$ cat src/rtl/core/lfci_pkg.sv
package lfci_pkg;

    localparam int ADDR_IN_W = 21;
    localparam int EADDR_W   = 22;
    localparam int CARD_W    = 22;
    localparam int WORD_W    = 32;

    localparam int S_TDATA_W = 56;
    localparam int S_TUSER_W = 3;
    localparam int M_TDATA_W = 40;

    localparam logic [CARD_W-1:0] CARD_RESET = 22'd2097152;

    localparam int Q_DEPTH = 2;
    localparam int Q_PTR_W = 1;
    localparam int Q_CNT_W = 2;

    // Command words and bytes.
    localparam logic [31:0] CMD_W_READ    = 32'hFFFF_0000;
    localparam logic [31:0] CMD_W_CLEAR   = 32'h5050_0000;
    localparam logic [31:0] CMD_W_STATUS  = 32'h7070_0000;
    localparam logic [31:0] CMD_W_PROGRAM = 32'h4040_0000;
    localparam logic [31:0] CMD_W_ERASE   = 32'h2020_0000;
    localparam logic [31:0] CMD_W_CONFIRM = 32'hD0D0_0000;
    localparam logic [7:0]  CMD_B_READ    = 8'hFF;
    localparam logic [7:0]  CMD_B_CLEAR   = 8'h50;
    localparam logic [7:0]  CMD_B_STATUS  = 8'h70;
    localparam logic [7:0]  CMD_B_PROGRAM = 8'h40;
    localparam logic [7:0]  CMD_B_ERASE   = 8'h20;
    localparam logic [7:0]  CMD_B_CONFIRM = 8'hD0;

    localparam logic [7:0] STAT_READY = 8'h80;
    localparam logic [7:0] STAT_ERROR = 8'hB0;
    localparam logic [7:0] ERASED     = 8'hFF;

    typedef enum logic [1:0] {
        MODE_READ    = 2'd0,
        MODE_STATUS  = 2'd1,
        MODE_PROGRAM = 2'd2,
        MODE_ERASE   = 2'd3
    } mode_t;

    typedef enum logic [1:0] {
        REQ_RD_WORD = 2'd0,
        REQ_RD_BYTE = 2'd1,
        REQ_WR_WORD = 2'd2,
        REQ_WR_BYTE = 2'd3
    } req_t;

    typedef enum logic [2:0] {
        K_RD_WORD = 3'd0,
        K_RD_BYTE = 3'd1,
        K_WRITE   = 3'd2,
        K_ERASE   = 3'd3,
        K_CONST   = 3'd4
    } kind_t;

    // mask: byte slots for reads and writes (slot 0 at addr), lanes for erase.
    // data: bytes to program (slot 0 in the top byte) or the finished result.
    typedef struct packed {
        kind_t               kind;
        logic [EADDR_W-1:0]  addr;
        logic [3:0]          mask;
        logic [WORD_W-1:0]   data;
        mode_t               mode;
    } entry_t;

endpackage

$ cat src/rtl/core/lfci_queue.sv
module lfci_queue (
    input  logic              clk,
    input  logic              rst_n,
    input  logic              push,
    input  lfci_pkg::entry_t  push_entry,
    output logic              full,
    input  logic              pop,
    output logic              head_valid,
    output lfci_pkg::entry_t  head
);

    lfci_pkg::entry_t              slot_reg [lfci_pkg::Q_DEPTH];
    logic [lfci_pkg::Q_PTR_W-1:0]  wr_ptr_reg, wr_ptr_next;
    logic [lfci_pkg::Q_PTR_W-1:0]  rd_ptr_reg, rd_ptr_next;
    logic [lfci_pkg::Q_CNT_W-1:0]  count_reg, count_next;

    assign full       = (count_reg == lfci_pkg::Q_CNT_W'(lfci_pkg::Q_DEPTH));
    assign head_valid = (count_reg != '0);
    assign head       = slot_reg[rd_ptr_reg];

    always_comb
    begin
        wr_ptr_next = push ? wr_ptr_reg + lfci_pkg::Q_PTR_W'(1) : wr_ptr_reg;
        rd_ptr_next = pop  ? rd_ptr_reg + lfci_pkg::Q_PTR_W'(1) : rd_ptr_reg;
        count_next  = count_reg + lfci_pkg::Q_CNT_W'(push) - lfci_pkg::Q_CNT_W'(pop);
    end

    always_ff @(posedge clk or negedge rst_n)
    begin
        if (!rst_n)
        begin
            wr_ptr_reg <= '0;
            rd_ptr_reg <= '0;
            count_reg  <= '0;
        end
        else
        begin
            wr_ptr_reg <= wr_ptr_next;
            rd_ptr_reg <= rd_ptr_next;
            count_reg  <= count_next;
        end
    end

    always_ff @(posedge clk)
    begin
        if (push)
        begin
            slot_reg[wr_ptr_reg] <= push_entry;
        end
    end

endmodule

$ cat config.mk
export PLATFORM = sky130hd
export DESIGN_NAME = lfci_queue
export DESIGN_NICKNAME = d
export VERILOG_FILES = /design/src/rtl/core/lfci_pkg.sv /design/src/rtl/core/lfci_queue.sv
export SDC_FILE = /design/constraint.sdc
export NUM_CORES = 1
export LEC_CHECK = 0
export BUFFER_PORTS_ARGS = -buffer_cell sky130_fd_sc_hd__buf_2
export CAP_MARGIN = 20
export CORE_ASPECT_RATIO = 0.75
export CORE_MARGIN = 5
export CORE_UTILIZATION = 50
export DETAILED_ROUTE_END_ITERATION = 10
export GPL_TIMING_DRIVEN = 0
export PLACE_DENSITY = 0.76
export SLEW_MARGIN = 20
export SYNTH_ARGS = -nofsm -noshare
export SYNTH_HDL_FRONTEND = slang
export SYNTH_SLANG_ARGS = --single-unit
$ cat constraint.sdc
create_clock -name clk -period 6.82 [get_ports clk]
set_input_delay 0.341 -clock clk [delete_from_list [all_inputs] [get_ports clk]]
set_output_delay 0.341 -clock clk [all_outputs]
set_load 0.02 [all_outputs]
==> results summary <==
The maximum number of pins on one net before global-route repair is 33. The clock-pin slew reported for the worst setup and hold paths after clock tree synthesis is 0.05 ns. Headroom to the max-slew limit came out at 48.6%. The total clock sinks came out at 130. STA classifies the critical path endpoint as an output port. The max-capacitance violation count came out at 0. The type of the worst setup path is register to output port. The quantity of gates resized following cts is 0. The maximum resistive drop on vdd is 0.282 mV. The starting DRC count in detailed routing came out at 153. Measured along the x axis, the die boundary spans 126 um. For this run the aggregate overflow at the end of global routing stands at 0. The worst hold slack is 0.132 ns. The signal on the critical path passes through buf_6 > buf_12 > mux2_4 > buf_2.

The cell sitting at the root of the clock tree is a sky130_fd_sc_hd__clkbuf_16. The number of input and output port buffers inserted came out at 131. Cells with a size suffix above 1 make up 60.6% of the layout. In this run the cell area measured after placement is 0.00594 mm2. The floorplan die area came out at 0.0122 mm2.

The number of nets produced by synthesis is 280. The leakage component of the power came out at 2.68 nW. After synthesis, the mean cell area works out to 23.9 um2. The maximum buffer depth of the clock tree came out at 2. The flip-flop count of the largest register after layout came out at 126. The number of buffers and inverters on the critical path is 3.

The finished cells cover 0.00651 mm2. The aggregate routed wire length is 8.73 mm. The proportion of synthesized chip area in sequential cells came out at 77.0%.

For the worst-skew pair, the clock arrives at the later sink with an insertion delay of 0.40 ns. The core region is 0.00977 mm2. The arithmetic-cell share of the synthesized area counting full adders, half adders and majority gates is 0.496%. The die extent in y is 97.0 um. For this run, the number of standard cells in the final layout without fillers is 508. The final setup slack of the worst path is 4.87 ns. The netlist area before placement is 0.00504 mm2. The worst setup timing slack at the placement stage came out at 5.07 ns. The weighted congestion at the end of routability-driven global placement is 0.700.

The top fanout value on the critical path is 10. Broken down by cell family, the worst path's largest delay share belongs to buffers and inverters. The HPWL reported at the end of detailed placement came out at 6.11 mm. The most common library cell in the layout ignoring fill and taps is sky130_fd_sc_hd__buf_2. The run finished with clean final reports. The number of nets in the layout is 434. The first-pass GRT wire length came out at 14.0 mm. The number of antenna violations at the first check in global routing is 0.

In the global route stage, overall resource usage came out at 14.8%. Setup violations remaining at the end of the flow were counted as 0. The time the final worst path needs with I/O delays and setup is 1.95 ns. The number of endpoints with negative hold slack in the final report came out at 0. The clock tree from TritonCTS is built. Summing the areas of all xor and xnor instances in the mapped netlist gives 0.818% of the synthesized area. The count of final max-slew check failures came to 0. The post-synthesis compound-gate area fraction is 0%. At the pin with the least slew margin, the transition time is 0.770 ns. The clock arrives with 0.00828 ns of skew. The H-tree level count came out at 4.

The cell count after placement came out at 477. The layout filler cell count came out at 695. The initial standard-cell utilization of the core is 51.6%. The largest single stage delay on the critical path is 0.34 ns. The power density of the placed cells came out at 460 mW/mm2. The arrival time of data at the critical path endpoint is 1.61 ns. The setup TNS is 0 ns. The area share of and/or/nand/nor cells after synthesis is 0.496%. At the worst endpoint, the required time is 6.48 ns. The count of antenna diodes in the layout is 0. The number of placed I/O pins is 132. Dividing the detail-routed wire length by the instance count gives 17.2 um. The number of standard cells after synthesis came out at 211. During synthesis, Yosys emitted a total of 0 warnings. The remaining antenna violation count is 0. The total vias in the final route came out at 2435. Among all stages on the critical path, the largest delay is contributed by sky130_fd_sc_hd__dfrtp_1.

The register bit total from synthesis came out at 130. The number of global-route vias before repair came out at 2751. The number of buffers created by CTS came out at 17. The final critical-path share of the clock period is 28.6%. Compared with the post-synthesis result, the final layout area differs by 29.0%. The remaining routing DRC violations came out at 0. The floorplan has 31 rows. After clock tree synthesis, the flow added hold-fix buffers numbering 1. STA classifies the critical path startpoint as a register. The achievable clock frequency is 512 MHz. The via count normalized by instance count came out at 4.79. The worst hold path belongs to the class input port to register. The synthesized netlist contains 13 unique library cells. The post-CTS setup buffer count came out at 0. After synthesis, the largest family of logic cells by area is multiplexers. Measured against the total synthesized area, the mux share comes to 18.5%.

The detailed-router iteration count before antenna repair came out at 5. Setup repair after global routing left no endpoint under its margin. In the layout the commonest cells are 131 x sky130_fd_sc_hd__buf_2, 126 x sky130_fd_sc_hd__edfxtp_1, 59 x sky130_fd_sc_hd__mux2_4, 17 x sky130_fd_sc_hd__clkbuf_16, 8 x sky130_fd_sc_hd__buf_12.
-- worst register-to-register path, delay by kind of cell, from the launching register on --
kind	cells	cell delay [ns]
buffers and inverters	1	0.28
flip-flops	1	0.43
AND/OR/NAND/NOR	1	0.64
-- cells by family (layout without fill, tap and decap cells) --
family,Yosys count,after routing
flops,130,130
simple gates,4,4
fa+ha+maj,2,2
mux,63,63
xor+xnor,3,3
buf+inv,9,174
-- final cells by class --
cell class	count	area [um2]	share of cell area, %
repair buffers	135	733	11.3
multi-input cells	72	1030	15.9
well taps	132	165	2.54
clock inverters	10	118	1.81
inverters	2	7.51	0.115
clock buffers	20	437	6.71
flip-flops and latches	130	3880	59.7
plain buffers	7	131	2.02
-- synthesized netlist by cell type --
| cell | count | area, um2 |
|---|---|---|
| sky130_fd_sc_hd__and2_1 | 1 | 6.26 |
| sky130_fd_sc_hd__buf_12 | 6 | 120 |
| sky130_fd_sc_hd__buf_6 | 1 | 11.3 |
| sky130_fd_sc_hd__dfrtp_1 | 4 | 100 |
| sky130_fd_sc_hd__edfxtp_1 | 126 | 3780 |
| sky130_fd_sc_hd__ha_1 | 2 | 25.0 |
| sky130_fd_sc_hd__inv_1 | 2 | 7.51 |
| sky130_fd_sc_hd__mux2_2 | 4 | 45.0 |
| sky130_fd_sc_hd__mux2_4 | 59 | 886 |
| sky130_fd_sc_hd__nor2b_1 | 2 | 12.5 |
| sky130_fd_sc_hd__or2_2 | 1 | 6.26 |
| sky130_fd_sc_hd__xor2_1 | 2 | 17.5 |
| sky130_fd_sc_hd__xor3_1 | 1 | 23.8 |
-- path summary, 6_finish.rpt --
kind / start / end / slack (ns) / cells after the start
max in group asynchronous: rst_n / rd_ptr_reg / 6.42 / 2
hold / removal: push_entry[56] / slot_reg[1][56] / 0.13 / 1
setup / recovery: rd_ptr_reg / head[9] / 4.87 / 4
setup reg to reg: wr_ptr_reg / slot_reg[0][35] / 5.16 / 2
hold reg to reg: wr_ptr_reg / wr_ptr_reg / 0.55 / 1
min in group asynchronous: rst_n / count_reg[1] / 0.28 / 2
-- where the power goes --
part | internal, W | switching (W) | leakage (nW)
logic | 0.000497 | 0.000542 | 1.18
clock network | 0.000561 | 0.000290 | 0.269
registers | 0.00106 | 0.0000421 | 1.23
-- metrics by stage --
stage / power [W] / utilization, %
global placement: 0.00215 / 60.0
finish: 0.00299 / 66.6
floorplan: 0.00189 / -
global route: 0.00313 / 66.6
detailed placement: 0.00218 / 60.8
CTS: 0.00303 / 66.6
-- routing by layer --
metal	vias to the layer above	GRT usage, %	part of all wire, %
met5	-	0	0
met4	0	3.71	0.16
met3	2	7.65	8.6
met2	88	23.9	49
met1	1205	17.7	42
li1	1140	-	-
No activity file was read; power rests on OpenSTA's default activity.
